===== src/hdl/bgc_pkg.sv =====
`timescale 1ns / 1ps
`default_nettype none
// ----------------------------------------------------------------------------
// bgc_pkg
// Shared widths, register indexes and helpers for the bias/gain curve mapper.
// ----------------------------------------------------------------------------
package bgc_pkg;

  localparam int SAMPLE_BITS = 16;
  localparam int FRAC_BITS   = 16;
  localparam int QUO_BITS    = FRAC_BITS + 1;
  localparam int DIV_W       = 2 * FRAC_BITS + 2;
  localparam int PAY_W       = FRAC_BITS + 2;
  localparam int CFG_W       = 17;
  localparam int IDX_W       = 3;

  localparam logic [IDX_W-1:0] REG_BIAS    = 3'd0;
  localparam logic [IDX_W-1:0] REG_GAIN    = 3'd1;
  localparam logic [IDX_W-1:0] REG_DOM_LO  = 3'd2;
  localparam logic [IDX_W-1:0] REG_DOM_LEN = 3'd3;
  localparam logic [IDX_W-1:0] REG_RNG_LO  = 3'd4;
  localparam logic [IDX_W-1:0] REG_RNG_LEN = 3'd5;

  localparam logic [QUO_BITS-1:0] ONE_Q = QUO_BITS'(1) << FRAC_BITS;

  typedef struct packed {
    logic [DIV_W-1:0]    rem;
    logic [DIV_W-1:0]    den;
    logic [QUO_BITS-1:0] quo;
    logic                sat;
    logic [PAY_W-1:0]    pay;
  } div_stage_t;

  // q1.14 setting to q0.16 fraction in (0,1)
  function automatic logic [FRAC_BITS-1:0] setting_to_frac(input logic signed [15:0] s);
    logic signed [15:0] c;
    logic [15:0]        p;
    logic [30:0]        prod;
    begin
      c = s;
      if (s < -16'sd16384) c = -16'sd16384;
      if (s > 16'sd16384) c = 16'sd16384;
      p = 16'(c + 16'sd16384);
      prod = 31'(p) * 31'd32767;
      setting_to_frac = FRAC_BITS'((prod >> 14) + 31'd1);
    end
  endfunction

endpackage
`default_nettype wire


===== src/hdl/bgc_div.sv =====
`timescale 1ns / 1ps
`default_nettype none
// ----------------------------------------------------------------------------
// bgc_div
// Pipelined restoring divider, floor(num * 2^17 / den) for num <= den,
// one quotient bit per stage, with a sideband payload.
// ----------------------------------------------------------------------------
module bgc_div import bgc_pkg::*; (
  input  wire                 clk,
  input  wire                 rst_n,
  input  wire                 en,
  input  wire                 in_valid,
  input  wire [DIV_W-1:0]     in_num,
  input  wire [DIV_W-1:0]     in_den,
  input  wire [PAY_W-1:0]     in_pay,
  output logic                out_valid,
  output logic [QUO_BITS:0]   out_quo,
  output logic [PAY_W-1:0]    out_pay
);

  div_stage_t st_r  [QUO_BITS+1];
  div_stage_t st_nxt[QUO_BITS+1];
  logic [QUO_BITS:0] vld_r;

  always_comb begin
    logic [DIV_W:0] dbl;
    st_nxt[0].rem = in_num;
    st_nxt[0].den = in_den;
    st_nxt[0].quo = '0;
    st_nxt[0].sat = (in_num >= in_den);
    st_nxt[0].pay = in_pay;
    for (int i = 1; i <= QUO_BITS; i++) begin
      st_nxt[i] = st_r[i-1];
      dbl = {st_r[i-1].rem, 1'b0};
      st_nxt[i].quo = {st_r[i-1].quo[QUO_BITS-2:0], 1'b0};
      if (dbl >= {1'b0, st_r[i-1].den}) begin
        st_nxt[i].rem    = DIV_W'(dbl - {1'b0, st_r[i-1].den});
        st_nxt[i].quo[0] = 1'b1;
      end else begin
        st_nxt[i].rem = DIV_W'(dbl);
      end
    end
  end

  always_ff @(posedge clk) begin
    if (!rst_n) begin
      vld_r <= '0;
    end else if (en) begin
      vld_r <= {vld_r[QUO_BITS-1:0], in_valid};
    end
  end

  always_ff @(posedge clk) begin
    if (en) begin
      for (int i = 0; i <= QUO_BITS; i++) st_r[i] <= st_nxt[i];
    end
  end

  assign out_valid = vld_r[QUO_BITS];
  assign out_quo   = st_r[QUO_BITS].sat ? {1'b1, {QUO_BITS{1'b0}}}
                                        : {1'b0, st_r[QUO_BITS].quo};
  assign out_pay   = st_r[QUO_BITS].pay;

endmodule
`default_nettype wire


===== config.mk =====
export PLATFORM = sky130hd
export DESIGN_NAME = bgc_div
export DESIGN_NICKNAME = d
export VERILOG_FILES = /design/src/hdl/bgc_pkg.sv /design/src/hdl/bgc_div.sv
export SDC_FILE = /design/constraint.sdc
export NUM_CORES = 2
export LEC_CHECK = 0
export BUFFER_PORTS_ARGS = -buffer_cell sky130_fd_sc_hd__buf_2
export CORE_MARGIN = 2
export CORE_UTILIZATION = 30
export DETAILED_ROUTE_END_ITERATION = 8
export HOLD_SLACK_MARGIN = 0.08
export PLACE_DENSITY = 0.47
export SLEW_MARGIN = 20
export SYNTH_ARGS = -nofsm -noshare
export SYNTH_HDL_FRONTEND = slang
export SYNTH_SLANG_ARGS = --single-unit

===== constraint.sdc =====
create_clock -name clk -period 3.5 [get_ports clk]
set_input_delay 0.7 -clock clk [delete_from_list [all_inputs] [get_ports clk]]
set_output_delay 0.7 -clock clk [all_outputs]
set_load 0.1 [all_outputs]

## Yosys cells after proc, flatten, opt, wreduce, memory -nomap -nowiden

Memories as Yosys holds them, arrays and structs flattened.
Index checks and enable logic that the tools add are counted.

- Logic and storage cells: 74
- Memories: 1
- Bits in writable memories: 1,872
- Output and inout port bits: 37
- Input bits: 90
- Flip-flop bits (word level): 18

Memory list:

| memory | depth | bits a word | read ports | clocked after memory_dff | write ports | line | RTL |
|---|---|---|---|---|---|---|---|
| st_r | 18 | 104 | 18 | 0 | 18 | bgc_div.sv:21 | `div_stage_t st_r [QUO_BITS+1];` |

- $add $sub $neg: 17
- Magnitude comparators: 18
- Muxes and demuxes: 37

Operators with widths:

| cell | number |
|---|---|
| $ge A35 B34 Y1 | 17 |
| $mux W34 | 17 |
| $sub A34 B34 Y34 | 17 |
| $ge A34 B34 Y1 | 1 |
| $mux W1 | 19 |
| $mux W18 | 1 |

## Longest topological paths before layout

An unclocked memory read counts as a cell.

- Word-level depth: 3
- Mapped depth: 15
- Depth with buffers taken out: 13

## Worst setup path after synthesis

No wires, ideal clock.

- Kind: reg2reg
- From: memory st_r[11][70] (netlist name)
- To: memory st_r[12][75] (netlist name), data pin
- Period minus slack after synthesis: 3.364 ns
- Path buffers: 1
- Cell stages (with the launch flop): 13
- Arrival time: 3.104 ns
- Required time: 3.240 ns
- Slack: 0.136 ns
- Library setup time: 0.260 ns
- Path through: edfxtp_1 ha_1 nor2b_1 o21ai_1 a21oi_1 o311a_1 o31ai_4 a21oi_1 a211oi_2 o21ai_1 a21oi_4 buf_4 mux2_2

RTL lines:

| item | line |
|---|---|
| start, declared | bgc_div.sv:21 |

==> flow_results.org <==
** Outcome
- The run finished, with violations left.
- The final reports fail on setup timing.

** Route
- The first routing iteration left 2478 violations.
- The routed layout has 57503 vias.
- After detailed routing, the average wire length per cell comes to 16.84 µm.
- Number of detailed-route iterations in the first pass :: 5
- In this run the remaining antenna-violating nets after routing total 0.
- In the routed design, unresolved DRC markers number 0.
- Wire length reported by the detailed router :: 208800 µm
- In the routed layout, each cell is associated on average with a via count of 4.638.

** Power
- Power density of the placed cells :: 885.6 nW/µm²
- Highest ir drop seen on vdd :: 0.4622 mV
- Leakage power total :: 44.37 nW

** Placement
- Placement Cell Area :: 98530 µm²
- Input and output buffers added on the ports amount to 126.
- At the end of routability-driven placement, the weighted congestion stood at 0.9125.
- Placed cells :: 11848
- Summed over all nets, the half-perimeter wirelength after detailed placement is 155100 µm.

** Clock tree
- Number of clock sinks :: 1669
- The clock passes through at most 4 buffers.
- In this run the clock root is driven by a sky130_fd_sc_hd__clkbuf_16.
- TritonCTS built the clock tree.
- Clock-pin slew was measured on the worst setup and hold paths at 0.05 ns.
- At the later pin of the worst-skew pair, clock insertion delay measures 0.88 ns.
- In this run, CTS created clock tree buffers numbering 204.
- Total number of H-tree levels :: 4

** Synthesis
- The top cell type by area accounts for 56.74% of the synthesized area.
- Top cells by area in the synthesized netlist :: sky130_fd_sc_hd__edfxtp_1, sky130_fd_sc_hd__ha_1, sky130_fd_sc_hd__mux2_2, sky130_fd_sc_hd__a21oi_1, sky130_fd_sc_hd__inv_1
- Gate count after technology mapping :: 7192
- Portion of the post-synthesis area used by sequential elements :: 57.15%
- Mean area per synthesized cell :: 12.15 µm²
- Counting flops with a built-in enable in the synthesized netlist gives 1651.
- Commonest register cell after synthesis :: sky130_fd_sc_hd__edfxtp_1
- Total number of yosys warnings :: 0
- Leading area contributor after synthesis :: sky130_fd_sc_hd__edfxtp_1
- In this run the cell area of the synthesized design comes to 87380 µm².
- Count of distinct cell types in the synthesized netlist :: 111
- Syn Nets :: 7909
- Share of synthesized registers carrying an async set or reset :: 0%
- The synthesized design contains 1669 register bits.

** Global routing
- Wire length of the first global-routing pass :: 323000 µm
- For this run, the total global-route usage over all layers was measured as 13.72%.
- The via count of the first global-routing pass is 60943.
- Global routing finished with a remaining overflow of 0.
- Entering global routing, the biggest net connects 123 pins.
- The initial antenna violation count came to 0.

** Cells and area
- Commonest cells after routing, fill and taps aside :: sky130_fd_sc_hd__edfxtp_1, sky130_fd_sc_hd__buf_4, sky130_fd_sc_hd__inv_1, sky130_fd_sc_hd__ha_1, sky130_fd_sc_hd__a21oi_1
- Share of layout cells above drive strength 1 :: 21.21%
- Layout Cell Area excl Fill :: 108300 µm²
- Number of cells in the finished layout apart from fillers :: 12399
- Antenna fix cells :: 0
- The area growth from synthesis to layout is 23.91%.
- Most common cell after layout, fill and taps aside :: sky130_fd_sc_hd__edfxtp_1
- Count of nets after finishing :: 9048
- Number of filler cells placed in the layout :: 27901

** Timing
- Final critical-path required period :: 3.549 ns
- The number of hold violations in the final report is 0.
- Share of the cycle needed by the critical path after routing :: 101.4%
- Max transition margin :: 46.41%
- Derived from the worst setup path, the maximum achievable clock frequency is 281.8 MHz.
- Across all setup checks in the final design, the least slack found is -0.04906 ns.
- Setup repair after global routing could not meet its margin everywhere.
- Transition time at the pin with the least slew margin :: 0.7954 ns
- In the final timing run, aggregate negative setup slack is -0.4311 ns.
- The max-slew violation count came to 0.
- Final Setup Violations :: 23
- For the final database, setup skew stands at 0.06163 ns.

** Setup path
- Critical setup path kind :: register to register
- In this design, the critical path's most frequently occurring cell is sky130_fd_sc_hd__a21o_1.
- Critical-path maximum fanout :: 3
- The critical path goes through ha_1, a21o_1, a21o_1, a21oi_2, o21ai_2, or4_4, a311oi_4, nor3b_4, buf_4, buf_6, o21a_1, or4_1, nand4_1.
- STA puts the critical path data required time at 4.22 ns.
- At the worst endpoint, the arrival time is 4.27 ns.
- Top delay family on crit path :: compound AO/OA/AOI/OAI gates
- Max incr delay on CP :: 0.59 ns
- STA classifies the critical path startpoint as a register.
- The slowest stage of the critical path belongs to the cell sky130_fd_sc_hd__or4_4.
- Worst Setup End Kind :: register
- Together, buffers and inverters on the worst path number 2.

** Die
- Row generation in the floorplan step produced 198 rows.
- The die is 543.7 µm wide.
- The core region is 290300 µm².
- The floorplan step defined a die boundary enclosing 295600 µm².
- From bottom edge to top edge, the die measures 543.7 µm.
- Initial cell density of the core :: 30.10%
- For this design the top-level I/O count stands at 127.

** Job
- Across the run, the number of max-cap violations was 0.

** Min path
- Worst min-delay path class :: input port to register
layer usage:
metal	part of all wire, %	vias to the layer above	wire [µm]	track usage, %
met1	36	27283	75100	13.10
li1	-	28796	-	-
met3	2.7	535	5546	1.876
met5	0	-	0	0
met2	55	889	114400	27.48
met4	6.6	0	13710	7.993
cell type report:
cell class	instances	area [µm²]	share of cell area [%]
sequential	1669	49940	46.12
clock inverter	122	1140	1.053
inverter	753	2831	2.615
clock buffer	252	5328	4.920
multi-input combinational	4615	35170	32.48
timing repair buffer	1088	8994	8.306
tap	3900	4880	4.507
cell usage after synthesis (13+ instances only):
cell	instances
sky130_fd_sc_hd__o31ai_1	30
sky130_fd_sc_hd__a31oi_1	63
sky130_fd_sc_hd__nor4_1	22
sky130_fd_sc_hd__fa_1	16
sky130_fd_sc_hd__a221oi_1	16
sky130_fd_sc_hd__nor2b_1	108
sky130_fd_sc_hd__nor3_1	80
sky130_fd_sc_hd__a21oi_1	567
sky130_fd_sc_hd__xnor2_1	308
sky130_fd_sc_hd__o21ai_1	13
sky130_fd_sc_hd__clkbuf_1	83
sky130_fd_sc_hd__o21ai_0	369
sky130_fd_sc_hd__dfxtp_1	18
sky130_fd_sc_hd__buf_4	29
sky130_fd_sc_hd__o211ai_1	23
sky130_fd_sc_hd__xor2_1	161
sky130_fd_sc_hd__nor2_1	340
sky130_fd_sc_hd__mux2_2	279
sky130_fd_sc_hd__buf_2	26
sky130_fd_sc_hd__nand3_1	94
sky130_fd_sc_hd__or3_1	29
sky130_fd_sc_hd__a21boi_0	15
sky130_fd_sc_hd__o21bai_1	77
sky130_fd_sc_hd__a211oi_1	37
sky130_fd_sc_hd__and3_1	54
sky130_fd_sc_hd__nand4_1	93
sky130_fd_sc_hd__edfxtp_1	1651
sky130_fd_sc_hd__inv_1	752
sky130_fd_sc_hd__a41oi_1	17
sky130_fd_sc_hd__ha_1	611
sky130_fd_sc_hd__a221o_1	15
sky130_fd_sc_hd__mux2i_1	25
sky130_fd_sc_hd__nand2_1	442
sky130_fd_sc_hd__and2_1	32
sky130_fd_sc_hd__nand2b_1	63
sky130_fd_sc_hd__a21o_1	315
sky130_fd_sc_hd__o21a_1	66
worst reg2reg max path, stage by stage, from the launching register on:
cell and delay (ns):
sky130_fd_sc_hd__edfxtp_1 0.41, sky130_fd_sc_hd__ha_1 0.33, sky130_fd_sc_hd__a21o_1 0.17, sky130_fd_sc_hd__a21o_1 0.17, sky130_fd_sc_hd__a21oi_2 0.13, sky130_fd_sc_hd__o21ai_2 0.11, sky130_fd_sc_hd__or4_4 0.59, sky130_fd_sc_hd__a311oi_4 0.45
sky130_fd_sc_hd__nor3b_4 0.11, sky130_fd_sc_hd__buf_4 0.17, sky130_fd_sc_hd__buf_6 0.11, sky130_fd_sc_hd__o21a_1 0.19, sky130_fd_sc_hd__or4_1 0.40, sky130_fd_sc_hd__nand4_1 0.08
through the flow:
stage / total power [W] / util (%) / setup slack (ns) / hold WS (ns)
after global routing: 0.1026 / 37.29 / -0.1766 / 0.1100
after CTS: 0.09500 / 36.74 / -0.06445 / 0.08285
after detailed placement: 0.07244 / 33.93 / -0.3608 / 0.4045
after floorplan: 0.05801 / - / 0.1362 / 0.4003
final: 0.09590 / 37.29 / -0.04906 / 0.1675
after global placement: 0.07213 / 33.93 / -0.3493 / 0.4003
power by group:
group | leakage [nW] | internal, W | switching (W)
sequential | 16.3 | 0.0284 | 0.00232
clock | 3.13 | 0.0120 | 0.00841
combinational | 25.0 | 0.0218 | 0.0230
path summary, 6_finish.rpt:
kind,cells after the start,slack (ns),startpoint,end
worst max-delay path,13,-0.05,st_r[9][85]$_DFFE_PP_,st_r[10][99]$_DFFE_PP_
worst min-delay path,2,0.17,in_num[0],st_r[0][70]$_DFFE_PP_
worst max register to register,13,-0.05,st_r[9][85]$_DFFE_PP_,st_r[10][99]$_DFFE_PP_
worst min register to register,0,0.37,st_r[10][26]$_DFFE_PP_,st_r[11][27]$_DFFE_PP_
state kept, by name, indices dropped and copies added (netlist names):
signal / cells
st_r: 1651
vld_r: 18
cells by family after synthesis:
group           share of synthesized area, %
compound gates                         13.13
flops                                  57.15
simple gates                           7.831
buf+inv                                4.152
fa+ha+maj                              9.115
xor+xnor                               4.701
mux                                    3.920
what timing repair did:
action | 4_1_cts | 5_1_grt
endpoints found under the hold margin | 86 | 0
pin swaps | 31 | 100
hold buffers | 86 | 0
resized for setup | 91 | 232
setup buffers | 22 | 55
endpoints found under the setup margin | 361 | 407
cloned | 9 | 9
Power figures use the tool's default switching activity.
